## config.mk

```make
export PLATFORM = sky130hd
export DESIGN_NAME = nfbm_queue
export DESIGN_NICKNAME = d
export VERILOG_FILES = /design/src/rtl/core/nfbm_queue.sv
export SDC_FILE = /design/constraint.sdc
export NUM_CORES = 1
export LEC_CHECK = 0
export ABC_AREA = 0
export BUFFER_PORTS_ARGS = -buffer_cell sky130_fd_sc_hd__buf_2
export CAP_MARGIN = 10
export CORE_ASPECT_RATIO = 0.6
export CORE_MARGIN = 1.5
export CORE_UTILIZATION = 54
export DETAILED_ROUTE_END_ITERATION = 6
export GPL_ROUTABILITY_DRIVEN = 0
export HOLD_SLACK_MARGIN = 0.02
export PLACE_DENSITY = 0.94
export SLEW_MARGIN = 20
export SYNTH_ARGS = -nofsm -noshare
export SYNTH_HDL_FRONTEND = slang
export SYNTH_SLANG_ARGS = --single-unit
```

## constraint.sdc

```tcl
create_clock -name i_clk -period 6.9 [get_ports i_clk]
set_input_delay 1.035 -clock i_clk [delete_from_list [all_inputs] [get_ports i_clk]]
set_output_delay 1.035 -clock i_clk [all_outputs]
set_load 0.1 [all_outputs]
```

## src/rtl/core/nfbm_queue.sv

```systemverilog
// ----------------------------------------------------------------------------
// Neuron item queue
// Two-entry queue between the front end and the sequencer.
// ----------------------------------------------------------------------------
module nfbm_queue #(
    parameter int WIDTH = 40
) (
    input  logic             i_clk,
    input  logic             i_rst_n,
    input  logic             i_push,
    input  logic [WIDTH-1:0] i_data,
    input  logic             i_pop,
    output logic             o_full,
    output logic             o_empty,
    output logic [WIDTH-1:0] o_data
);

    logic [WIDTH-1:0] r_mem [2];
    logic             r_wp;
    logic             r_rp;
    logic [1:0]       r_cnt;

    assign o_full  = r_cnt == 2'd2;
    assign o_empty = r_cnt == 2'd0;
    assign o_data  = r_mem[r_rp];

    always_ff @(posedge i_clk) begin
        if (!i_rst_n) begin
            r_wp  <= 1'b0;
            r_rp  <= 1'b0;
            r_cnt <= 2'd0;
        end else begin
            if (i_push) r_wp <= ~r_wp;
            if (i_pop) r_rp <= ~r_rp;
            if (i_push && !i_pop) r_cnt <= r_cnt + 2'd1;
            else if (i_pop && !i_push) r_cnt <= r_cnt - 2'd1;
        end
    end

    always_ff @(posedge i_clk) begin
        if (i_push) begin
            r_mem[r_wp] <= i_data;
        end
    end

endmodule

```

==> results.sh <==
export IMPL_status="completed"
export IMPL_ir_drop_mv=0.2185
export IMPL_vias=1602
export IMPL_slew_headroom=0.3514
export IMPL_drtIter0Drc=72
export IMPL_antenna_found_initial=0
export IMPL_hold_path_class="flop to flop"
export IMPL_rr_worst_depth=1
export IMPL_drtPass1Iterations=4
export IMPL_crit_required_ns=5.86
export IMPL_async_reset_ff_frac=0
export IMPL_ys_warnings_count=0
export IMPL_post_cts_buffers=0
export IMPL_rsz0062_at_grt="no"
export IMPL_rrSetupSlack_ns=5.31
export IMPL_crit_chain="mux2_2 > buf_2"
export IMPL_cts_hold_buf=0
export IMPL_die_area_mm2=0.006203
export IMPL_max_freq_mhz=322.3
export IMPL_coreArea_mm2=0.005544
export IMPL_nets=284
export IMPL_finalMaxSlewViolations=0
export IMPL_r2r_start="r_wp"
export IMPL_cts_sinks=85
export IMPL_wl_per_cell_um=15.81
export IMPL_postSynthAreaPerCell_um2=21.18
export IMPL_critical_path_top_delay_family="flip-flops"
export IMPL_crit_arrival_ns=2.07
export IMPL_tns_ns=0
export IMPL_synth_nets=191
export IMPL_synth_compound_area_share=0.006475
export IMPL_synthDistinctLibCells=16
export IMPL_final_core_util=0.6924
export IMPL_max_stage_delay_ns=0.96
export IMPL_drive_gt1_frac=0.5885
export IMPL_grt_overflow_total=0
export IMPL_setup_viol=0
export IMPL_synth_xor_area_share=0.008499
export IMPL_cap_viol_max_count=0
export IMPL_n_antenna_cell=0
export IMPL_synthSimpleGateAreaFrac=0.01821
export IMPL_grt_max_degree=42
export IMPL_worstSetupStartpointType="flop"
export IMPL_cts_tree="built"
export IMPL_synth_edff_count=80
export IMPL_clockBufferDepth=2
export IMPL_drc_errors=0
export IMPL_hold_path_depth=2
export IMPL_critPathMaxFanout=40
export IMPL_initial_core_util=0.5577
export IMPL_min_from="r_cnt[1]"
export IMPL_drtAntennaViolNets=0
export IMPL_synth_area_mm2=0.003092
export IMPL_fin_crit_ns=3.102
export IMPL_cts_made_buffers=9
export IMPL_dp_cells=307
export IMPL_post_cts_resized=0
export IMPL_p_per_area_mw_per_mm2=327.9
export IMPL_wirelength_um=5107
export IMPL_path_buf_inv=1
export IMPL_fp_dieH_um=61.61
export IMPL_synth_top_flop_cell="edfxtp_1"
export IMPL_synthCells=146
export IMPL_clock_skew_ns=0.007014
export IMPL_leakagePower_nw=1.453
export IMPL_worstSkewPairLatency_ns=0.34
export IMPL_fin_cells=323
export IMPL_rows=21
export IMPL_worst_pin_slew_ns=0.9730
export IMPL_grt_pass1_vias=1498
export IMPL_seq_area_frac_synth=0.8094
export IMPL_synth_adder_area_share=0.004047
export IMPL_fp_dieW_um=100.7
export IMPL_cp_slowest_cell="dfxtp_2"
export IMPL_worst_path_stages=2
export IMPL_htree_levels=3
export IMPL_holdPathEnd="r_cnt[1]"
export IMPL_fin_crit_sh=0.4496
export IMPL_synth_area_mux_share=0.1457
export IMPL_r2r_end="r_mem[1][10]"
export IMPL_ys_ff_latch=85
export IMPL_clk_pin_slew_ns=0.07
export IMPL_root_buffer="clkbuf_8"
export IMPL_crit_type="flop to output port"
export IMPL_top_level_ports=86
export IMPL_worstSetupEndpointType="output port"
export IMPL_area_growth_syn_to_layout_pct=24.16
export IMPL_grt_first_pass_wirelength_um=7445
export IMPL_final_hold_violation_count=0
export IMPL_grt_use_total=0.1732
export IMPL_io_buffers=85
export IMPL_via_per_inst=4.960
export IMPL_synth_top_family_by_area="multiplexers"
export IMPL_nFillCells=364
power by group:
group	leakage [nW]	internal [mW]	switching [mW]
Sequential	0.793	0.594	0.0170
Combinational	0.560	0.0583	0.231
Clock	0.0998	0.200	0.158
Total	1.45	0.853	0.406
area by class of cell:
type / count / area [um2] / area share
clock buffers: 10 / 127.6 / 0.03325
clock inverters: 5 / 76.32 / 0.01988
inverters: 1 / 3.754 / 0.0009778
multi-input cells: 56 / 574.3 / 0.1496
flip-flops and latches: 85 / 2504 / 0.6522
well taps: 80 / 100.1 / 0.02608
repair buffers: 86 / 452.9 / 0.1180
worst min-delay path: stages, from the launching register on:
cell and delay, ns:
dfxtp_1 0.35, o21ai_0 0.09, a21boi_1 0.06
metal layers:
| metal | track usage | up-vias | wire length, um |
|---|---|---|---|
| met1 | 0.2237 | 784 | 2384 |
| met4 | 0.06640 | 0 | 59 |
| li1 | - | 748 | - |
| met5 | 0 | - | 0 |
| met3 | 0.07605 | 8 | 354 |
| met2 | 0.2654 | 62 | 2308 |
through the flow:
| step | cell area, um2 | hold slack (ns) | setup slack, ns | power, mW |
|---|---|---|---|---|
| finish | 3839 | 0.5505 | 3.798 | 1.259 |
| global route | 3839 | 0.5833 | 3.655 | 1.303 |
| CTS | 3811 | 0.5478 | 3.748 | 1.264 |
| detailed placement | 3607 | 0.5364 | 4.136 | 0.9104 |
| global placement | 3607 | 0.4848 | 4.164 | 0.9049 |
| floorplan | 3092 | 0.4662 | 3.601 | 0.8619 |
synth_stat cells (2+ instances only):
cell type,count,area share
edfxtp_1,80,0.78
mux2_2,40,0.15
buf_2,4,0.0065
xor2_1,2,0.0057
and2_1,4,0.0081
nor2b_1,2,0.0040
dfxtp_1,5,0.032
cells in the final DEF (no fill, tap or decap):
| master | Yosys | final |
|---|---|---|
| a21boi_1 | 1 | 1 |
| and2_1 | 4 | 3 |
| and2_2 | 0 | 1 |
| and2b_2 | 1 | 1 |
| buf_16 | 0 | 1 |
| buf_2 | 4 | 85 |
| bufinv_16 | 0 | 2 |
| clkbuf_1 | 0 | 1 |
| clkbuf_8 | 0 | 9 |
| clkinv_1 | 0 | 1 |
| clkinv_2 | 0 | 1 |
| clkinvlp_4 | 0 | 1 |
| dfxtp_1 | 5 | 4 |
| dfxtp_2 | 0 | 1 |
| edfxtp_1 | 80 | 80 |
| ha_1 | 1 | 1 |
| inv_1 | 1 | 1 |
| mux2_2 | 40 | 40 |
| nor2_1 | 1 | 1 |
| nor2b_1 | 2 | 1 |
| nor2b_4 | 0 | 1 |
| o21a_1 | 1 | 1 |
| o21ai_0 | 1 | 1 |
| or3_1 | 1 | 1 |
| xnor2_1 | 1 | 1 |
| xor2_1 | 2 | 2 |
state kept, by name, summed over array words and instances, names as in the netlist, named ones only:
signal / count
r_cnt: 2
r_mem: 80
r_rp: 1
r_wp: 1
worst max-delay path by stage:
| stage | slack [ns] | from | to |
|---|---|---|---|
| after detailed placement | 4.14 | flop | o_data[36] |
| after global placement | 4.16 | flop | o_data[36] |
| after floorplan | 3.60 | i_push | r_mem[0][0] |
| after CTS | 3.75 | flop | o_data[36] |
| after global routing | 3.66 | flop | o_data[35] |
| final | 3.80 | flop | o_data[36] |
cells by family after synthesis:
kind of cell,count (synthesis)
AND/OR/NAND/NOR,9
AO/OA/AOI/OAI,3
multiplexers,40
adder cells (fa/ha/maj),1
flip-flops,85
XOR/XNOR,3
buffers and inverters,5
(Power assumes the default switching activity.)
