### config.mk
export PLATFORM = sky130hd
export DESIGN_NAME = nfbm_back
export DESIGN_NICKNAME = d
export VERILOG_FILES = /design/src/rtl/core/nfbm_pkg.sv /design/src/rtl/core/nfbm_ram.sv /design/src/rtl/core/nfbm_back.sv
export SDC_FILE = /design/constraint.sdc
export NUM_CORES = 2
export LEC_CHECK = 0
export BUFFER_PORTS_ARGS = -buffer_cell sky130_fd_sc_hd__buf_2
export CAP_MARGIN = 15
export CORE_ASPECT_RATIO = 0.8
export CORE_MARGIN = 2
export CORE_UTILIZATION = 53
export CTS_BUF_LIST = sky130_fd_sc_hd__clkbuf_4 sky130_fd_sc_hd__clkbuf_8
export DETAILED_ROUTE_END_ITERATION = 10
export PLACE_DENSITY = 0.75
export REMOVE_ABC_BUFFERS = 1
export SLEW_MARGIN = 20
export SYNTH_ARGS = -nofsm -noshare
export SYNTH_HDL_FRONTEND = slang
export SYNTH_HIERARCHICAL = 1
export SYNTH_SLANG_ARGS = --single-unit
export TNS_END_PERCENT = 100
### constraint.sdc
create_clock -name i_clk -period 14.65 [get_ports i_clk]
set_input_delay 2.93 -clock i_clk [delete_from_list [all_inputs] [get_ports i_clk]]
set_output_delay 2.93 -clock i_clk [all_outputs]
set_load 0.1 [all_outputs]
### src/rtl/core/nfbm_pkg.sv
// ----------------------------------------------------------------------------
// Neuron package
// Types, codes, reset values, saturation helpers and activation entries.
// ----------------------------------------------------------------------------
package nfbm_pkg;

    localparam logic [2:0] FUNC_FORWARD  = 3'd0;
    localparam logic [2:0] FUNC_OUT_GRAD = 3'd1;
    localparam logic [2:0] FUNC_HID_GRAD = 3'd2;
    localparam logic [2:0] FUNC_UPDATE   = 3'd3;
    localparam logic [2:0] FUNC_LOAD     = 3'd4;

    localparam logic [1:0] KIND_OUTPUT = 2'd0;
    localparam logic [1:0] KIND_GRAD   = 2'd1;
    localparam logic [1:0] KIND_UPDATE = 2'd2;
    localparam logic [1:0] KIND_LOAD   = 2'd3;

    localparam logic [1:0] CFG_MODE     = 2'd0;
    localparam logic [1:0] CFG_LEARN    = 2'd1;
    localparam logic [1:0] CFG_MOMENTUM = 2'd2;

    localparam logic [11:0] LEARN_RESET    = 12'd614;
    localparam logic [11:0] MOMENTUM_RESET = 12'd2048;
    localparam logic [63:0] EXP_M1_Q32     = 64'd1580030169;

    typedef struct packed {
        logic        mode;
        logic [11:0] eta;
        logic [11:0] alpha;
    } t_cfg;

    typedef struct packed {
        logic [2:0]         func;
        logic signed [15:0] value;
        logic signed [15:0] next_weight;
        logic               last;
        logic               in_range;
    } t_item;

    typedef enum logic [3:0] {
        ST_IDLE, ST_FETCH, ST_ACC, ST_IDX, ST_TAB, ST_DER1, ST_DER2,
        ST_GRAD, ST_GSAT, ST_UPD1, ST_UPD2, ST_UPD3
    } t_state;

    function automatic logic signed [15:0] sat16(input logic signed [63:0] v);
        logic signed [15:0] r;
        if (v > 64'sd32767) r = 16'sh7FFF;
        else if (v < -64'sd32768) r = 16'sh8000;
        else r = v[15:0];
        return r;
    endfunction

    function automatic logic signed [31:0] sat32(input logic signed [63:0] v);
        logic signed [31:0] r;
        if (v > 64'sd2147483647) r = 32'sh7FFFFFFF;
        else if (v < -64'sd2147483648) r = 32'sh80000000;
        else r = v[31:0];
        return r;
    endfunction

    // Unsigned quotient by shift and subtract, used on elaboration constants only.
    function automatic logic [63:0] udiv64(input logic [63:0] num, input logic [63:0] den);
        logic [63:0] q;
        logic [64:0] rem;
        q = '0;
        rem = '0;
        for (int b = 63; b >= 0; b--) begin
            rem = {rem[63:0], num[b]};
            if (rem >= {1'b0, den}) begin
                rem = rem - {1'b0, den};
                q[b] = 1'b1;
            end
        end
        return q;
    endfunction

    function automatic logic [63:0] exp_neg_q32(input logic [31:0] t);
        logic [31:0] k;
        logic [63:0] f;
        logic [63:0] term;
        logic [63:0] pos;
        logic [63:0] neg;
        logic [63:0] r;
        k = t >> 12;
        f = {32'd0, t & 32'h0000_0FFF} << 20;
        term = 64'd1 << 32;
        pos = term;
        neg = 64'd0;
        for (int n = 1; n < 16; n++) begin
            term = udiv64((term * f) >> 32, 64'(n));
            if ((n & 1) != 0) neg = neg + term;
            else pos = pos + term;
        end
        r = pos - neg;
        for (int m = 0; m < 32; m++) begin
            if (32'(m) < k && r != 64'd0) r = (r * EXP_M1_Q32) >> 32;
        end
        return r;
    endfunction

    // Activation entry for a table of the given depth, evaluated at elaboration.
    function automatic logic signed [15:0] act_entry(input int i, input int depth,
                                                     input logic sig);
        int          xi;
        logic [31:0] a;
        logic [63:0] e;
        logic [63:0] den;
        logic [63:0] num;
        logic [63:0] r;
        xi = int'(udiv64(64'((2 * i + 1) * 32768), 64'(depth))) - 32768;
        a = (xi < 0) ? 32'(-xi) : 32'(xi);
        if (sig) begin
            e = exp_neg_q32(a);
            den = (64'd1 << 32) + e;
            num = (xi < 0) ? e : (64'd1 << 32);
            r = udiv64(num * 64'd4096 + (den >> 1), den);
            return r[15:0];
        end
        e = exp_neg_q32(2 * a);
        den = (64'd1 << 32) + e;
        r = udiv64(((64'd1 << 32) - e) * 64'd4096 + (den >> 1), den);
        return (xi < 0) ? -r[15:0] : r[15:0];
    endfunction

endpackage

### src/rtl/core/nfbm_ram.sv
// ----------------------------------------------------------------------------
// Neuron generic RAM
// One write port and one read port with registered read data.
// ----------------------------------------------------------------------------
module nfbm_ram #(
    parameter int WIDTH = 16,
    parameter int DEPTH = 64
) (
    input  logic                     i_clk,
    input  logic                     i_we,
    input  logic [$clog2(DEPTH)-1:0] i_waddr,
    input  logic [WIDTH-1:0]         i_wdata,
    input  logic [$clog2(DEPTH)-1:0] i_raddr,
    output logic [WIDTH-1:0]         o_rdata
);

    logic [WIDTH-1:0] r_mem [DEPTH];

    always_ff @(posedge i_clk) begin
        if (i_we) begin
            r_mem[i_waddr] <= i_wdata;
        end
        o_rdata <= r_mem[i_raddr];
    end

endmodule

### src/rtl/core/nfbm_back.sv
// ----------------------------------------------------------------------------
// Neuron sequencer
// Carries out queued items on one shared multiplier and the weight and change stores.
// ----------------------------------------------------------------------------
module nfbm_back #(
    parameter int MAX_INPUTS      = 64,
    parameter int ACT_TABLE_DEPTH = 256
) (
    input  logic                          i_clk,
    input  logic                          i_rst_n,
    input  nfbm_pkg::t_cfg                i_cfg,
    input  logic                          i_empty,
    input  nfbm_pkg::t_item               i_item,
    input  logic [$clog2(MAX_INPUTS)-1:0] i_idx,
    output logic                          o_pop,
    output logic                          o_valid,
    output logic signed [15:0]            o_value,
    output logic [1:0]                    o_kind
);

    localparam int AW = $clog2(MAX_INPUTS);
    localparam int TW = $clog2(ACT_TABLE_DEPTH);

    logic signed [15:0] tanh_tab [ACT_TABLE_DEPTH];
    logic signed [15:0] sig_tab  [ACT_TABLE_DEPTH];

    for (genvar g = 0; g < ACT_TABLE_DEPTH; g++) begin : g_tab
        localparam logic signed [15:0] TanhV = nfbm_pkg::act_entry(g, ACT_TABLE_DEPTH, 1'b0);
        localparam logic signed [15:0] SigV  = nfbm_pkg::act_entry(g, ACT_TABLE_DEPTH, 1'b1);
        assign tanh_tab[g] = TanhV;
        assign sig_tab[g]  = SigV;
    end

    nfbm_pkg::t_state   r_state;
    nfbm_pkg::t_state   n_state;
    nfbm_pkg::t_item    r_item;
    logic [AW-1:0]      r_idx;
    logic               r_cv;
    logic [MAX_INPUTS-1:0] r_cvalid;
    logic signed [15:0] r_w;
    logic signed [15:0] r_cold;
    logic signed [31:0] r_acc;
    logic signed [15:0] r_out;
    logic signed [15:0] r_grad;
    logic signed [20:0] r_der;
    logic signed [52:0] r_prod;
    logic signed [52:0] r_tmp;
    logic [TW-1:0]      r_ti;
    logic               r_valid;
    logic signed [15:0] r_value;
    logic [1:0]         r_kind;

    logic signed [15:0] w_rdata;
    logic signed [15:0] c_rdata;
    logic               w_we;
    logic               c_we;
    logic signed [15:0] w_wdata;

    logic signed [31:0] mul_a;
    logic signed [20:0] mul_b;
    logic signed [52:0] mul_p;

    logic               emit;
    logic signed [15:0] emit_value;
    logic [1:0]         emit_kind;

    logic signed [33:0] acc_sum;
    logic signed [15:0] x_sat;
    logic [31:0]        ti_wide;
    logic signed [20:0] der_shift;
    logic signed [20:0] der_next;
    logic signed [15:0] g_next;
    logic signed [55:0] t_sum;
    logic signed [15:0] c_next;
    logic signed [15:0] w_next;
    logic signed [15:0] y_tab;
    logic signed [16:0] one_minus_y;
    logic signed [16:0] delta;

    nfbm_ram #(.WIDTH(16), .DEPTH(MAX_INPUTS)) u_weight_ram (
        .i_clk  (i_clk),
        .i_we   (w_we),
        .i_waddr(r_idx),
        .i_wdata(w_wdata),
        .i_raddr(i_idx),
        .o_rdata(w_rdata)
    );

    nfbm_ram #(.WIDTH(16), .DEPTH(MAX_INPUTS)) u_change_ram (
        .i_clk  (i_clk),
        .i_we   (c_we),
        .i_waddr(r_idx),
        .i_wdata(c_next),
        .i_raddr(i_idx),
        .o_rdata(c_rdata)
    );

    assign mul_p       = 53'(mul_a) * 53'(mul_b);
    assign acc_sum     = 34'(r_acc) + 34'($signed(r_prod[31:0]));
    assign x_sat       = nfbm_pkg::sat16(64'(r_acc >>> 12));
    assign ti_wide     = (32'({~x_sat[15], x_sat[14:0]}) * 32'(ACT_TABLE_DEPTH)) >> 16;
    assign der_shift   = 21'(r_prod >>> 12);
    assign der_next    = i_cfg.mode ? der_shift : 21'sd4096 - der_shift;
    assign t_sum       = 56'(r_tmp) + (56'(r_prod) <<< 12);
    assign c_next      = nfbm_pkg::sat16(64'(t_sum >>> 24));
    assign w_next      = nfbm_pkg::sat16(64'(17'(r_w) + 17'(c_next)));
    assign y_tab       = i_cfg.mode ? sig_tab[r_ti] : tanh_tab[r_ti];
    assign one_minus_y = 17'sd4096 - 17'(r_out);
    assign delta       = 17'(r_item.value) - 17'(r_out);

    always_comb begin
        if (r_item.func == nfbm_pkg::FUNC_HID_GRAD) begin
            g_next = nfbm_pkg::sat16(64'(r_prod >>> 24));
        end else begin
            g_next = nfbm_pkg::sat16(64'(r_prod >>> 12));
        end
    end

    always_comb begin
        n_state = r_state;
        case (r_state)
            nfbm_pkg::ST_IDLE: begin
                if (!i_empty) n_state = nfbm_pkg::ST_FETCH;
            end
            nfbm_pkg::ST_FETCH: begin
                case (r_item.func)
                    nfbm_pkg::FUNC_FORWARD, nfbm_pkg::FUNC_HID_GRAD: n_state = nfbm_pkg::ST_ACC;
                    nfbm_pkg::FUNC_OUT_GRAD: n_state = nfbm_pkg::ST_DER1;
                    nfbm_pkg::FUNC_UPDATE: n_state = nfbm_pkg::ST_UPD1;
                    default: n_state = nfbm_pkg::ST_IDLE;
                endcase
            end
            nfbm_pkg::ST_ACC: begin
                if (!r_item.last) n_state = nfbm_pkg::ST_IDLE;
                else if (r_item.func == nfbm_pkg::FUNC_FORWARD) n_state = nfbm_pkg::ST_IDX;
                else n_state = nfbm_pkg::ST_DER1;
            end
            nfbm_pkg::ST_IDX:  n_state = nfbm_pkg::ST_TAB;
            nfbm_pkg::ST_TAB:  n_state = nfbm_pkg::ST_IDLE;
            nfbm_pkg::ST_DER1: n_state = nfbm_pkg::ST_DER2;
            nfbm_pkg::ST_DER2: n_state = nfbm_pkg::ST_GRAD;
            nfbm_pkg::ST_GRAD: n_state = nfbm_pkg::ST_GSAT;
            nfbm_pkg::ST_GSAT: n_state = nfbm_pkg::ST_IDLE;
            nfbm_pkg::ST_UPD1: n_state = nfbm_pkg::ST_UPD2;
            nfbm_pkg::ST_UPD2: n_state = nfbm_pkg::ST_UPD3;
            nfbm_pkg::ST_UPD3: n_state = nfbm_pkg::ST_IDLE;
            default: n_state = nfbm_pkg::ST_IDLE;
        endcase
    end

    always_comb begin
        o_pop      = 1'b0;
        mul_a      = '0;
        mul_b      = '0;
        w_we       = 1'b0;
        c_we       = 1'b0;
        w_wdata    = w_next;
        emit       = 1'b0;
        emit_value = '0;
        emit_kind  = nfbm_pkg::KIND_OUTPUT;
        case (r_state)
            nfbm_pkg::ST_IDLE: begin
                o_pop = !i_empty;
            end
            nfbm_pkg::ST_FETCH: begin
                case (r_item.func)
                    nfbm_pkg::FUNC_FORWARD: begin
                        mul_a = 32'(r_item.value);
                        mul_b = r_item.in_range ? 21'(w_rdata) : '0;
                    end
                    nfbm_pkg::FUNC_HID_GRAD: begin
                        mul_a = 32'(r_item.next_weight);
                        mul_b = 21'(r_item.value);
                    end
                    nfbm_pkg::FUNC_UPDATE: begin
                        mul_a = 32'($signed({1'b0, i_cfg.eta}));
                        mul_b = 21'(r_item.value);
                    end
                    nfbm_pkg::FUNC_LOAD: begin
                        w_we      = r_item.in_range;
                        w_wdata   = r_item.value;
                        emit      = r_item.last;
                        emit_kind = nfbm_pkg::KIND_LOAD;
                    end
                    default: begin
                        emit = 1'b0;
                    end
                endcase
            end
            nfbm_pkg::ST_TAB: begin
                emit       = 1'b1;
                emit_value = y_tab;
                emit_kind  = nfbm_pkg::KIND_OUTPUT;
            end
            nfbm_pkg::ST_DER1: begin
                mul_a = 32'(r_out);
                mul_b = i_cfg.mode ? 21'(one_minus_y) : 21'(r_out);
            end
            nfbm_pkg::ST_GRAD: begin
                mul_a = (r_item.func == nfbm_pkg::FUNC_HID_GRAD) ? r_acc : 32'(delta);
                mul_b = r_der;
            end
            nfbm_pkg::ST_GSAT: begin
                emit       = 1'b1;
                emit_value = g_next;
                emit_kind  = nfbm_pkg::KIND_GRAD;
            end
            nfbm_pkg::ST_UPD1: begin
                mul_a = r_prod[31:0];
                mul_b = 21'(r_grad);
            end
            nfbm_pkg::ST_UPD2: begin
                mul_a = 32'($signed({1'b0, i_cfg.alpha}));
                mul_b = 21'(r_cold);
            end
            nfbm_pkg::ST_UPD3: begin
                w_we      = r_item.in_range;
                c_we      = r_item.in_range;
                emit      = r_item.last;
                emit_kind = nfbm_pkg::KIND_UPDATE;
            end
            default: begin
                emit = 1'b0;
            end
        endcase
    end

    always_ff @(posedge i_clk) begin
        if (!i_rst_n) begin
            r_state  <= nfbm_pkg::ST_IDLE;
            r_valid  <= 1'b0;
            r_acc    <= '0;
            r_out    <= '0;
            r_grad   <= '0;
            r_cvalid <= '0;
        end else begin
            r_state <= n_state;
            r_valid <= emit;
            if (r_state == nfbm_pkg::ST_ACC) r_acc <= nfbm_pkg::sat32(64'(acc_sum));
            if (r_state == nfbm_pkg::ST_TAB) begin
                r_out <= y_tab;
                r_acc <= '0;
            end
            if (r_state == nfbm_pkg::ST_GSAT) begin
                r_grad <= g_next;
                if (r_item.func == nfbm_pkg::FUNC_HID_GRAD) r_acc <= '0;
            end
            if (c_we) r_cvalid[r_idx] <= 1'b1;
        end
    end

    always_ff @(posedge i_clk) begin
        r_prod  <= mul_p;
        r_value <= emit_value;
        r_kind  <= emit_kind;
        if (o_pop) begin
            r_item <= i_item;
            r_idx  <= i_idx;
            r_cv   <= r_cvalid[i_idx];
        end
        if (r_state == nfbm_pkg::ST_FETCH) begin
            r_w    <= w_rdata;
            r_cold <= r_cv ? c_rdata : '0;
        end
        if (r_state == nfbm_pkg::ST_IDX) r_ti <= ti_wide[TW-1:0];
        if (r_state == nfbm_pkg::ST_DER2) r_der <= der_next;
        if (r_state == nfbm_pkg::ST_UPD2) r_tmp <= r_prod;
    end

    assign o_valid = r_valid;
    assign o_value = r_value;
    assign o_kind  = r_kind;

endmodule

==> out/results.txt <==
outcome - complete, but fails checks
failing checks - DRC
startpoint types - register
Synth area leader - edfxtp_1
Main synth FF type - edfxtp_1
share of layout cells above drive strength 1 - 0.164
setup TNS - 0 ns
routed wire length per instance - 28.4 µm
critical setup path kind - register to register
Vias - 83600
fmax - 0.0844 GHz
Synth async-reset ratio - 0
core footprint - 0.241 mm²
placed insts - 12400
critical path required time - 15.40 ns
Leak - 51.9 nW
WL final - 371000 µm
dpl hpwl - 248000 µm
initial antenna violation count - 21
Num CTS Buffers - 360
count leader, synth - edfxtp_1
I/O pin cnt - 91
Hold WS - 0.441 ns
top cell type's share of synthesized area - 0.512
Slew HR - 0.213
Final Util - 0.582
commonest cells in the netlist - 2194 x edfxtp_1, 907 x inv_1, 672 x fa_1
register bit count reported by yosys - 2428
Setup Skew - 0.169 ns
Final Wtd Congestion - 1.06
Final Cycle Share - 0.809
CTS max path bufs - 4
Post-DRT Antenna Nets - 0
Overflow after GRT - 0
post-synthesis sequential area ratio - 0.549
count of final setup violators - 0
PortBufs - 90
CP dominant cell by count - fa_1
Cells after Synth - 9387
Worst-Margin Slew - 1.18 ns
Iter 0 DRT Violations - 12100
worst hold path type - register to register
largest net degree at the start of global routing - 157
EDFF count, synth - 2194
critical path arrival - 12.60 ns
Synth Warn # - 6
Sinks on Clock Net - 2428
Final Hold Fails - 0
Crit Path Max Fanout - 20
Area Overhead vs Synth - 9.03%
number of max-cap violations - 0
Die Width - 555 µm
final count of pins violating max slew - 0
H-Tree Depth - 5
die area - 0.247 mm²
gr usage total - 0.299
clock transition at the registers of the reported paths - 0.07 ns
Post-Layout Cell Count - 13000
unrepaired setup endpoints after global routing - no
setup bufs post-CTS - 0
Worst setup EP type - register
post-synthesis cell area - 0.129 mm²
Clk Tree Root Cell - clkbuf_8
Peak VDD IR - 0.189 mV
Worst path slowest cell - fa_1
number of global-route vias before repair - 83500
post-cts repair resize count - 0
Via density - 6.41
Nets - 10600
CTS tree - built
drt pass-1 iters - 11
Tmin final - 11.85 ns
first-pass GRT wire length - 547000 µm
CTS Hold Bufs - 0
P per Cell Area - 117 mW/mm²
largest cells by area after synthesis - edfxtp_1 51%, fa_1 10%, mux4_2 8.2%, dfxtp_1 3.6%, inv_1 2.6%
Crit path largest cell delay - 0.59 ns
Die Span Y - 445 µm
clk_lat worst skew - 1.04 ns
initial core utilization - 0.534
# rows - 161
Avg Cell Area, Syn - 13.7 µm²
post-synth cell types - 96
DRC violations left - 3
[cell type report]
cell class	instances	area (µm²)
Multi-Input combinational cell	5490	52300
Timing Repair Buffer	405	2910
Clock buffer	488	6030
Sequential cell	2428	70600
Antenna cell	7	17.5
Clock inverter	141	986
Tap cell	3178	3980
Inverter	909	3410
Fill cell	18300	101000
[state kept, by name (all words and copies together), names as in the netlist, 6 cells and up]
name and flops:
r_prod 53, u_weight_ram/o_rdata 16, u_change_ram/o_rdata 16, u_change_ram/r_mem 1024
u_weight_ram/r_mem 1024, r_der 21, r_idx 6, r_item 37
r_out 14, r_w 16, r_ti 8, r_cold 16
r_acc 32, o_value 16, r_cvalid 64, r_tmp 41
r_grad 16
[metal layers]
layer  GRT usage  up-vias  part of all wire
met4       0.127       18             0.049
met2       0.439     5544              0.44
li1            -    34900                 -
met5           0        -           0.00033
met1       0.415    42100              0.38
met3      0.0903     1004              0.13
[worst max-delay path: cells and delay by family, from the launching register on]
kind	cells	cell delay, ns
flops	1	0.49
buf+inv	6	0.73
compound gates	17	4.46
simple gates	4	0.92
fa+ha+maj	10	4.85
xor+xnor	1	0.17
[logic make-up (layout without fill, tap and decap cells)]
family | count (synthesis) | after routing | synth area share
adder cells (fa/ha/maj) | 984 | 984 | 0.134
multiplexers | 737 | 737 | 0.105
other | 0 | 7 | 0
buffers and inverters | 1469 | 1943 | 0.0484
AO/OA/AOI/OAI | 1343 | 1343 | 0.0705
AND/OR/NAND/NOR | 2262 | 2262 | 0.0823
flip-flops | 2428 | 2428 | 0.549
XOR/XNOR | 164 | 164 | 0.0112
[worst paths after layout]
kind	from	end	slack, ns	cells past startpoint
setup / recovery	r_item[18]	r_prod[46]	2.80	38
hold / removal	u_weight_ram/o_rdata[13]	r_w[13]	0.44	0
setup reg to reg	r_item[18]	r_prod[46]	2.80	38
hold reg to reg	u_weight_ram/o_rdata[13]	r_w[13]	0.44	0
[where the power goes]
part | internal (W) | switching [W]
Sequential | 0.00850 | 0.0000598
Clock | 0.00287 | 0.00260
Combinational | 0.000529 | 0.00181
[stage by stage]
| step | worst slack, ns | cell area, µm² | total power [W] |
|---|---|---|---|
| 6_report | 2.80 | 140000 | 0.0164 |
| 5_1_grt | 2.08 | 140000 | 0.0169 |
| 4_1_cts | 2.94 | 140000 | 0.0164 |
| 3_5_place_dp | 2.67 | 133000 | 0.0110 |
| 3_3_place_gp | 2.62 | 133000 | 0.0109 |
| 2_1_floorplan | 1.79 | 126000 | 0.00989 |
[placed cells by master, fill, tap and decap left out, types with 98 or more instances in the layout]
cell type / netlist / routed
nand3_1: 310 / 310
dfxtp_1: 234 / 234
nand2_1: 608 / 607
a21oi_1: 334 / 326
ha_1: 272 / 272
and2_1: 118 / 118
nor2_1: 611 / 595
fa_1: 672 / 672
mux4_2: 468 / 468
buf_4: 27 / 312
clkbuf_4: 2 / 109
clkbuf_8: 0 / 379
nor2b_1: 99 / 98
o21ai_0: 226 / 212
edfxtp_1: 2194 / 2194
a22oi_1: 108 / 108
nor3_1: 208 / 202
inv_1: 907 / 905
mux2i_1: 185 / 185
No activity file was read; power rests on OpenSTA's default activity.
