[src/rtl/core/nfbm_pkg.sv]
// ----------------------------------------------------------------------------
// Neuron package
// Types, codes, reset values, saturation helpers and activation entries.
// ----------------------------------------------------------------------------
package nfbm_pkg;

    localparam logic [2:0] FUNC_FORWARD  = 3'd0;
    localparam logic [2:0] FUNC_OUT_GRAD = 3'd1;
    localparam logic [2:0] FUNC_HID_GRAD = 3'd2;
    localparam logic [2:0] FUNC_UPDATE   = 3'd3;
    localparam logic [2:0] FUNC_LOAD     = 3'd4;

    localparam logic [1:0] KIND_OUTPUT = 2'd0;
    localparam logic [1:0] KIND_GRAD   = 2'd1;
    localparam logic [1:0] KIND_UPDATE = 2'd2;
    localparam logic [1:0] KIND_LOAD   = 2'd3;

    localparam logic [1:0] CFG_MODE     = 2'd0;
    localparam logic [1:0] CFG_LEARN    = 2'd1;
    localparam logic [1:0] CFG_MOMENTUM = 2'd2;

    localparam logic [11:0] LEARN_RESET    = 12'd614;
    localparam logic [11:0] MOMENTUM_RESET = 12'd2048;
    localparam logic [63:0] EXP_M1_Q32     = 64'd1580030169;

    typedef struct packed {
        logic        mode;
        logic [11:0] eta;
        logic [11:0] alpha;
    } t_cfg;

    typedef struct packed {
        logic [2:0]         func;
        logic signed [15:0] value;
        logic signed [15:0] next_weight;
        logic               last;
        logic               in_range;
    } t_item;

    typedef enum logic [3:0] {
        ST_IDLE, ST_FETCH, ST_ACC, ST_IDX, ST_TAB, ST_DER1, ST_DER2,
        ST_GRAD, ST_GSAT, ST_UPD1, ST_UPD2, ST_UPD3
    } t_state;

    function automatic logic signed [15:0] sat16(input logic signed [63:0] v);
        logic signed [15:0] r;
        if (v > 64'sd32767) r = 16'sh7FFF;
        else if (v < -64'sd32768) r = 16'sh8000;
        else r = v[15:0];
        return r;
    endfunction

    function automatic logic signed [31:0] sat32(input logic signed [63:0] v);
        logic signed [31:0] r;
        if (v > 64'sd2147483647) r = 32'sh7FFFFFFF;
        else if (v < -64'sd2147483648) r = 32'sh80000000;
        else r = v[31:0];
        return r;
    endfunction

    // Unsigned quotient by shift and subtract, used on elaboration constants only.
    function automatic logic [63:0] udiv64(input logic [63:0] num, input logic [63:0] den);
        logic [63:0] q;
        logic [64:0] rem;
        q = '0;
        rem = '0;
        for (int b = 63; b >= 0; b--) begin
            rem = {rem[63:0], num[b]};
            if (rem >= {1'b0, den}) begin
                rem = rem - {1'b0, den};
                q[b] = 1'b1;
            end
        end
        return q;
    endfunction

    function automatic logic [63:0] exp_neg_q32(input logic [31:0] t);
        logic [31:0] k;
        logic [63:0] f;
        logic [63:0] term;
        logic [63:0] pos;
        logic [63:0] neg;
        logic [63:0] r;
        k = t >> 12;
        f = {32'd0, t & 32'h0000_0FFF} << 20;
        term = 64'd1 << 32;
        pos = term;
        neg = 64'd0;
        for (int n = 1; n < 16; n++) begin
            term = udiv64((term * f) >> 32, 64'(n));
            if ((n & 1) != 0) neg = neg + term;
            else pos = pos + term;
        end
        r = pos - neg;
        for (int m = 0; m < 32; m++) begin
            if (32'(m) < k && r != 64'd0) r = (r * EXP_M1_Q32) >> 32;
        end
        return r;
    endfunction

    // Activation entry for a table of the given depth, evaluated at elaboration.
    function automatic logic signed [15:0] act_entry(input int i, input int depth,
                                                     input logic sig);
        int          xi;
        logic [31:0] a;
        logic [63:0] e;
        logic [63:0] den;
        logic [63:0] num;
        logic [63:0] r;
        xi = int'(udiv64(64'((2 * i + 1) * 32768), 64'(depth))) - 32768;
        a = (xi < 0) ? 32'(-xi) : 32'(xi);
        if (sig) begin
            e = exp_neg_q32(a);
            den = (64'd1 << 32) + e;
            num = (xi < 0) ? e : (64'd1 << 32);
            r = udiv64(num * 64'd4096 + (den >> 1), den);
            return r[15:0];
        end
        e = exp_neg_q32(2 * a);
        den = (64'd1 << 32) + e;
        r = udiv64(((64'd1 << 32) - e) * 64'd4096 + (den >> 1), den);
        return (xi < 0) ? -r[15:0] : r[15:0];
    endfunction

endpackage

[src/rtl/core/nfbm_front.sv]
// ----------------------------------------------------------------------------
// Neuron front end
// Accepts items, tracks the element index and classifies range.
// ----------------------------------------------------------------------------
module nfbm_front #(
    parameter int MAX_INPUTS = 64
) (
    input  logic                          i_clk,
    input  logic                          i_rst_n,
    input  logic                          i_start,
    input  logic [2:0]                    i_func,
    input  logic signed [15:0]            i_value,
    input  logic signed [15:0]            i_next_weight,
    input  logic                          i_last,
    input  logic                          i_full,
    output logic                          o_push,
    output nfbm_pkg::t_item               o_item,
    output logic [$clog2(MAX_INPUTS)-1:0] o_idx,
    output logic                          o_busy
);

    localparam int IW = $clog2(MAX_INPUTS + 1);
    localparam int AW = $clog2(MAX_INPUTS);

    logic [IW-1:0] r_index;
    logic [IW-1:0] n_index;
    logic          in_range;

    assign in_range = r_index < IW'(MAX_INPUTS);
    assign o_busy   = i_full;
    assign o_push   = i_start && !i_full;

    always_comb begin
        o_item.func        = i_func;
        o_item.value       = i_value;
        o_item.next_weight = i_next_weight;
        o_item.last        = i_last;
        o_item.in_range    = in_range;
        o_idx              = in_range ? r_index[AW-1:0] : '0;
    end

    always_comb begin
        n_index = r_index;
        if (i_last) begin
            n_index = '0;
        end else if (in_range && i_func != nfbm_pkg::FUNC_OUT_GRAD
                     && i_func <= nfbm_pkg::FUNC_LOAD) begin
            n_index = r_index + IW'(1);
        end
    end

    always_ff @(posedge i_clk) begin
        if (!i_rst_n) begin
            r_index <= '0;
        end else if (o_push) begin
            r_index <= n_index;
        end
    end

endmodule

[config.mk]
export PLATFORM = sky130hd
export DESIGN_NAME = nfbm_front
export DESIGN_NICKNAME = d
export VERILOG_FILES = /design/src/rtl/core/nfbm_pkg.sv /design/src/rtl/core/nfbm_front.sv
export SDC_FILE = /design/constraint.sdc
export NUM_CORES = 1
export LEC_CHECK = 0
export ABC_AREA = 1
export CAP_MARGIN = 20
export CELL_PAD_IN_SITES_DETAIL_PLACEMENT = 0
export CELL_PAD_IN_SITES_GLOBAL_PLACEMENT = 2
export CORE_MARGIN = 10
export CORE_UTILIZATION = 29
export CTS_CLUSTER_DIAMETER = 50
export DETAILED_ROUTE_END_ITERATION = 16
export DONT_BUFFER_PORTS = 1
export PLACE_DENSITY_LB_ADDON = 0.1
export SLEW_MARGIN = 40
export SYNTH_ARGS = -nofsm -noshare
export SYNTH_HDL_FRONTEND = slang
export SYNTH_SLANG_ARGS = --single-unit
[constraint.sdc]
create_clock -name i_clk -period 2.3 [get_ports i_clk]
set_clock_uncertainty 0.15 [all_clocks]
set_input_delay 0.345 -clock i_clk [delete_from_list [all_inputs] [get_ports i_clk]]
set_output_delay 0.345 -clock i_clk [all_outputs]
set_load 0.02 [all_outputs]
==> results of run 1 <==
## where the power goes
group	switching, mW	leakage (nW)	internal (mW)
registers	0.000875	0.0564	0.122
logic	0.0209	0.197	0.00950
clock network	0.0424	0.0150	0.0660
## cell usage in the layout, fill, tap and decap left out, drive strengths merged
master,synthesis,layout
dfxtp,7,7
nor2,18,18
o21ai,2,2
ha,1,1
nor3,1,1
clkinv,1,1
nand2,22,22
a21oi,6,6
nand3,9,9
a21boi,1,1
inv,16,16
nand4,1,1
clkbuf,0,4
## routing by layer
layer	vias up	global-route usage (%)	share of wire (%)	routed length [um]
met2	34	10.8	42	813
met1	228	7.22	37	717
met3	18	4.85	18	346
met5	-	0	0	0
met4	0	4.55	2.5	48
li1	271	-	-	-
## synthesized netlist by cell type (2+ instances only)
library cell  number  area (sq um)
buf_4             38           285
nand2_1           19          71.3
nor2_1            16          60.1
inv_1             15          56.3
dfxtp_1            7           140
a21oi_1            6          30.0
nand3_1            6          30.0
nand3_2            3          30.0
nand2_4            2          22.5
o21ai_1            2          10.0
## layout make-up
cell class | instances | area (sq um)
multi-input combinational | 61 | 323
sequential | 7 | 140
tap | 31 | 38.8
clock buffer | 4 | 26.3
fill | 310 | 2140
inverter | 17 | 68.8
## per-stage QoR
stage / util [%] / area, sq um / setup slack (ns) / instances / power [mW]
floorplan: - / 828 / 1.08 / 124 / 0.245
global placement: 20.9 / 571 / 0.864 / 116 / 0.157
detailed placement: 20.9 / 571 / 0.883 / 116 / 0.157
CTS: 21.8 / 597 / 0.657 / 120 / 0.271
global route: 21.8 / 597 / 0.607 / 120 / 0.280
finish: 21.8 / 597 / 0.688 / 120 / 0.262
## worst reg2reg max path: stages (launching register included)
cell,delay (ns)
dfxtp_1,0.58
inv_6,0.11
nand3_2,0.11
nand2_2,0.09
nand2_4,0.11
nand2_1,0.06
a21oi_1,0.14
## final timing paths
| kind | end | slack, ns | cells after the start |
|---|---|---|---|
| worst min register to register | r_index[5] | 0.35 | 2 |
| worst max register to register | r_index[6] | 0.90 | 6 |
| worst max-delay path | o_idx[3] | 0.69 | 2 |
| worst min-delay path | r_index[3] | 0.09 | 2 |
## cell families (layout without fill, tap and decap cells)
logic type / after synthesis / in the layout / share of synthesized area, %
buffers and inverters: 56 / 21 / 44.1
and+or+nand+nor: 51 / 51 / 31.7
AOI/OAI and AO/OA: 9 / 9 / 5.74
DFF: 7 / 7 / 16.9
adders and majority gates: 1 / 1 / 1.51
==> flow_summary.toml, run 1 <==
[drt]
drc = 0
via_count = 551
drt_wl_total_um = 1930
wl_per_cell_um = 16.1
vias_per_cell = 4.59
dr.pass1.iters = 4
postRouteAntennaNets = 0
drtIter0Drc = 46

[power]
ir_drop_uv = 174
static-leakage-power_nw = 0.268
power.density_nw_per_um2 = 439

[yosys]
synth_fp_nets = 165
ys_ff_latch = 7
yosysSeqAreaShare_pct = 16.9
ys_warn_count = 0
avgSynthCellArea_sq_um = 6.68
synth_cell_types = 20
netlist_instances = 124
synth-main-ff-cell = "dfxtp_1"
synth_area_sq_um = 828
ys_async_sr_fraction_pct = 0
synth_edf_count = 0

[clock_tree]
post-cts-setup-buffers = 0
cts_tree = "built"
cts.reportedPaths.clkPinSlew_ns = 0.05
root_buffer = "clkbuf_4"
ctsHtreeMaxLevel = 1
postCtsHoldBufs = 0
cts_resized = 0
numCtsBuffers = 3
clk_latency_ns = 0.24
clockBufferDepth = 2
clkSinkCount = 7

[finish]
top_regs = "r_index (7)"
top_register = "r_index"
antenna_cells = 0
area_delta_synth_final_pct = -27.9
largest_register_ffs = 7
nets = 131
layout-drive-gt1-share_pct = 13.5

[critical_path]
cpLargestDelayFamily = "flip-flops"
start_kind = "register"
crit_arrival_ns = 1.12
path_class = "reg2out"
r2r_start = "r_index[6]"
slowest_stage = "dfxtp_1"
end_kind = "primary output"
critical_path_buf_inv_count = 1
critPathMaxFanout = 6
cp_data_required_time_ns = 1.80
critPathMaxStageDelay_ns = 0.46
path_cells = "inv_1, nor2_1"
crit_start = "r_index[3]"

[global_routing]
grt_pass1_vias = 615
antenna_found_initial = 0
grtUsageTotal_pct = 7.22
grt_max_degree = 10
grt_remaining_overflow = 0
grt_pass1_wl_um = 3120

[status]
status = "finished, final reports clean"

[floorplan]
die_width_um = 73.4
start_util_pct = 30.3
die-area_sq_um = 5390
core_sq_um = 2730
num_rows = 19
fp.dieH_um = 73.4
io_pins = 85

[flow_run]
maxCapViolCount = 0

[sta]
fmax_mhz = 620
slew_headroom_pct = 71.1
tightest_slew_ns = 0.434
setup_viol = 0
rsz0062_at_grt = "false"
whs_ns = 0.0855
timing.final.hold_violations = 0
fin_tns_setup_ns = 0
min_period_ns = 1.61
fin_crit_sh_pct = 70.1
slew_viol_final = 0

[placed_design]
hpwl_um = 1660
port_buffers = 0
routabilityCongestion = 0.667

[min_path]
hold_start = "i_rst_n"
min_path_type = "in2reg"
Power figures use the tool's default switching activity.
==> inputs of run 2 (changes only) <==
Settings changed: CORE_UTILIZATION 29 to 27.
Clock period 2.3 ns to 1.5 ns, I/O delays scaled along.
==> flow_summary.toml, run 2 (synthesis gave the netlist of run 1 again) <==
[sta]
fin_crit_sh_pct = 93.6
fmax_mhz = 712
timing.final.hold_violations = 0
setup_ws_ns = 0.0963
rsz0062_at_grt = "false"
min_period_ns = 1.40
tightest_slew_ns = 0.254
fin_tns_setup_ns = 0
slew_headroom_pct = 83.1
slew_viol_final = 0
setup_viol = 0

[floorplan]
die-area_sq_um = 5680
fp.dieH_um = 75.4
io_pins = 85
num_rows = 20
start_util_pct = 27.6
core_sq_um = 3000
die_width_um = 75.4

[global_routing]
grt_pass1_vias = 648
antenna_found_initial = 0
grtUsageTotal_pct = 7.65
grt_remaining_overflow = 0
grt_pass1_wl_um = 3310
grt_max_degree = 8

[critical_path]
critPathMaxFanout = 5
critPathMaxStageDelay_ns = 0.36
crit_arrival_ns = 1.03
worst-r2r-setup-slack_ns = 0.24
cp_data_required_time_ns = 1.12
path_class = "reg2out"
cp_common_cell = "buf_4"
crit_start = "r_index[6]"
path_cells = "buf_4, nor2_1, buf_4"
end_kind = "primary output"
slowest_stage = "dfxtp_2"
reg2reg_to = "r_index[4]"
r2r_start = "r_index[0]"
ff2ff_path_depth = 8
start_kind = "register"

[drt]
drtIter0Drc = 27
drc = 0
postRouteAntennaNets = 0
vias_per_cell = 4.48
wl_per_cell_um = 15.1
drt_wl_total_um = 2000
dr.pass1.iters = 5
via_count = 592

[clock_tree]
clk_latency_ns = 0.25
clockBufferDepth = 2
root_buffer = "clkbuf_4"
cts_tree = "built"
clkSinkCount = 7
ctsHtreeMaxLevel = 1
numCtsBuffers = 3
cts.reportedPaths.clkPinSlew_ns = 0.06

[min_path]
hold_path_depth = 3
hold_end = "r_index[4]"
min_path_type = "in2reg"
hold_start = "i_last"

[finish]
largest_register_ffs = 7
antenna_cells = 0
mostFrequentLayoutCells = "nand2_1, inv_1, nor2_1"
top_regs = "r_index (7)"
final_common_cell = "nand2_1"
layout-drive-gt1-share_pct = 24.2
nets = 141
area_delta_synth_final_pct = -17.7
fillerInstances = 359
top_register = "r_index"

[placed_design]
hpwl_um = 1640
port_buffers = 0
routabilityCongestion = 0.703
dp_slack_ns = 0.217

[power]
power.density_nw_per_um2 = 612
ir_drop_uv = 215
power_mw = 0.417
static-leakage-power_nw = 0.322

[flow_run]
maxCapViolCount = 0

[status]
status = "finished, final reports clean"
-- run 2: cell count changes in the layout (fill, tap and decap cells not counted) --
cell,change
buf_4,+9
dfxtp_1,-2
dfxtp_2,+2
dlygate4sd3_1,+1
nor2_2,+1
nor2_1,-1
-- run 2: worst max-delay path by stage --
| stage | cells past startpoint | endpoint | slack, ns |
|---|---|---|---|
| 6_report | 3 | o_idx[5] | 0.1 |
| 5_1_grt | 4 | o_idx[3] | 0.004 |
| 4_1_cts | 4 | o_idx[3] | 0.02 |
| 3_5_place_dp | 5 | r_index[4] | 0.22 |
| 3_3_place_gp | 6 | r_index[4] | 0.20 |
| 2_1_floorplan | 8 | r_index[4] | 0.30 |
-- run 2: routing by layer --
metal	global-route usage, %	vias up	share of wire, %
met5	0	-	0
met4	4.54	0	1.6
met3	4.82	10	14
met2	11.7	28	44
met1	7.76	263	40
li1	-	291	-
-- run 2: through the flow --
| stage | hold WS, ns | area [sq um] | utilization [%] | instances |
|---|---|---|---|---|
| global route | 0.0124 | 682 | 22.7 | 132 |
| floorplan | 0.212 | 828 | - | 124 |
| finish | 0.00450 | 682 | 22.7 | 132 |
| CTS | 0.00114 | 678 | 22.6 | 132 |
| global placement | 0.222 | 641 | 21.3 | 127 |
| detailed placement | 0.223 | 641 | 21.3 | 127 |
-- run 2: repair_timing --
item / 4_1_cts / 5_1_grt
setup endpoints to repair: 4 / 2
buffers inserted: 0 / 0
gates resized for setup: 1 / 2
hold buffers: 1 / 0
cloned: 0 / 0
endpoints found under the hold margin: 2 / 0
-- run 2: layout make-up --
type	instances	area [sq um]	share of cell area (%)
Timing Repair Buffer	10	77.6	11.4
Inverter	17	68.8	10.1
Sequential cell	7	143	20.9
Multi-Input combinational cell	61	325	47.7
Clock buffer	4	26.3	3.85
Tap cell	33	41.3	6.06
-- run 2: report_power, final --
part,leakage (nW),switching [mW],internal (mW)
Combinational,0.249,0.0355,0.0193
Sequential,0.0575,0.000705,0.187
Clock,0.0150,0.0729,0.102
Total,0.322,0.109,0.308
-- run 2: worst max-delay path, delay by kind of cell (launching register included) --
kind          cells  cell delay [ns]
flops             1             0.36
buf+inv           2             0.32
simple gates      1             0.10
==> inputs of run 3 (changes only) <==
Settings changed: ABC_AREA 1 to not set.
==> flow_summary.toml, run 3 <==
[status]
status = "finished, final reports clean"

[critical_path]
worst-r2r-setup-slack_ns = 0.13
critPathMaxFanout = 8
ff2ff_path_depth = 5
r2r_start = "r_index[0]"
crit_arrival_ns = 1.03
path_class = "reg2out"
crit_start = "r_index[6]"
cp_data_required_time_ns = 1.12
start_kind = "register"
cp-endpoint = "o_idx[4]"
reg2reg_to = "r_index[4]"
end_kind = "primary output"

[yosys]
synth.most_common_cell = "buf_4"
synth_area_sq_um = 753
netlist.area_leader.share_pct = 37.9
synth_edf_count = 0
synth_largest_area_cell = "buf_4"
synthTopCellsByCount = "buf_4, dfxtp_1, nand3_1, and2b_2, nand2_1"
ys_async_sr_fraction_pct = 0
synth.area.top_cells = "buf_4, dfxtp_1, and2b_2"
synth_cell_types = 29
avgSynthCellArea_sq_um = 8.01
yosysSeqAreaShare_pct = 18.6
netlist_instances = 94
ys_warn_count = 0
synth_fp_nets = 135
ys_ff_latch = 7
synth-main-ff-cell = "dfxtp_1"

[sta]
slew_viol_final = 0
fin_crit_sh_pct = 93.3
fin_tns_setup_ns = 0
timing.final.hold_violations = 0
whs_ns = 0.00274
tightest_slew_ns = 0.270
slew_headroom_pct = 82.0
min_period_ns = 1.40
fmax_mhz = 714
setup_viol = 0
rsz0062_at_grt = "false"

[finish]
final_common_cell = "buf_4"
mostFrequentLayoutCells = "buf_4, nand3_1, dfxtp_1"
top_register = "r_index"
antenna_cells = 0
utilization_pct = 21.8
fillerInstances = 308
layout-drive-gt1-share_pct = 32.8
largest_register_ffs = 7
final_area_sq_um = 592
nets = 109
area_delta_synth_final_pct = -21.4
top_regs = "r_index (7)"

[clock_tree]
cts.reportedPaths.clkPinSlew_ns = 0.06
numCtsBuffers = 3
cts_tree = "built"
root_buffer = "clkbuf_4"
clk_latency_ns = 0.26
clockBufferDepth = 2
clkSinkCount = 7
ctsHtreeMaxLevel = 1

[global_routing]
grtUsageTotal_pct = 6.04
grt_pass1_wl_um = 2430
antenna_found_initial = 0
grt_max_degree = 9
grt_pass1_vias = 486
grt_remaining_overflow = 0

[floorplan]
fp.dieH_um = 72.8
start_util_pct = 27.8
die-area_sq_um = 5300
core_sq_um = 2710
io_pins = 85
num_rows = 19
die_width_um = 72.8

[drt]
vias_per_cell = 4.89
drc = 0
met1_length_um = 561
wl_per_cell_um = 15.8
postRouteAntennaNets = 0
met2WireLength_um = 708
drtIter0Drc = 18
via_count = 479
dr_wl_met3_um = 231
dr.max_layer_used = "met4"
dr.pass1.iters = 4
drt_wl_total_um = 1550

[flow_run]
maxCapViolCount = 0

[placed_design]
hpwl_um = 1240
placed_area_sq_um = 552
port_buffers = 0
routabilityCongestion = 0.657

[power]
power.density_nw_per_um2 = 690
ir_drop_uv = 205
static-leakage-power_nw = 0.245
power_mw = 0.408

[min_path]
min_path_type = "in2reg"
-- run 3: layout make-up --
| cell class | instances | area (sq um) | share of cell area (%) |
|---|---|---|---|
| Timing Repair Buffer | 9 | 70.1 | 11.8 |
| Inverter | 4 | 15.0 | 2.54 |
| Clock buffer | 4 | 26.3 | 4.44 |
| Multi-Input combinational cell | 43 | 302 | 51.0 |
| Sequential cell | 7 | 140 | 23.7 |
| Tap cell | 31 | 38.8 | 6.55 |
-- run 3: where the power goes --
| group | switching, mW | internal [mW] |
|---|---|---|
| sequential | 0.000676 | 0.187 |
| clock | 0.0745 | 0.102 |
| combinational | 0.0235 | 0.0205 |
| total | 0.0987 | 0.309 |
-- run 3: worst min-delay path by stage --
stage | cells past startpoint | slack, ns | endpoint | startpoint
3_3_place_gp | 2 | 0.23 | r_index[5] | i_rst_n
4_1_cts | 2 | 0.001 | r_index[3] | i_last
2_1_floorplan | 2 | 0.26 | r_index[3] | i_last
6_report | 2 | 0.003 | r_index[3] | i_last
3_5_place_dp | 2 | 0.22 | r_index[5] | i_rst_n
5_1_grt | 2 | 0.002 | r_index[3] | i_last
-- run 3: worst max-delay path: stages (launching register included) --
cell     delay (ns)
dfxtp_1        0.34
buf_4          0.16
and2b_2        0.28
-- run 3: per-layer routing --
layer | up-vias | GRT usage, %
li1 | 225 | -
met1 | 213 | 5.56
met2 | 25 | 9.25
met3 | 16 | 3.54
met4 | 0 | 5.49
met5 | - | 0
-- run 3: cell families (layout without fill, tap and decap cells) --
family                     count (synthesis)  count (layout)  synth area share [%]
adders and majority gates                  1               1                  1.66
and+or+nand+nor                           30              30                  25.1
buffers and inverters                     44              17                  41.9
DFF                                        7               7                  18.6
xor gates and xnor gates                   1               1                  1.16
muxes                                      1               1                  1.33
AOI/OAI and AO/OA                         10              10                  10.3
-- run 3: what timing repair did --
item	4_1_cts	5_1_grt
hold buffers	1	0
setup buffers	0	0
resized for setup	0	2
hold endpoints to repair	5	0
setup endpoints to repair	0	2
-- run 3: per-stage QoR --
step	worst slack (ns)	instances
final	0.0999	98
after global routing	0.0409	98
after CTS	0.0206	98
after detailed placement	0.0773	93
after floorplan	0.132	94
after global placement	0.102	93
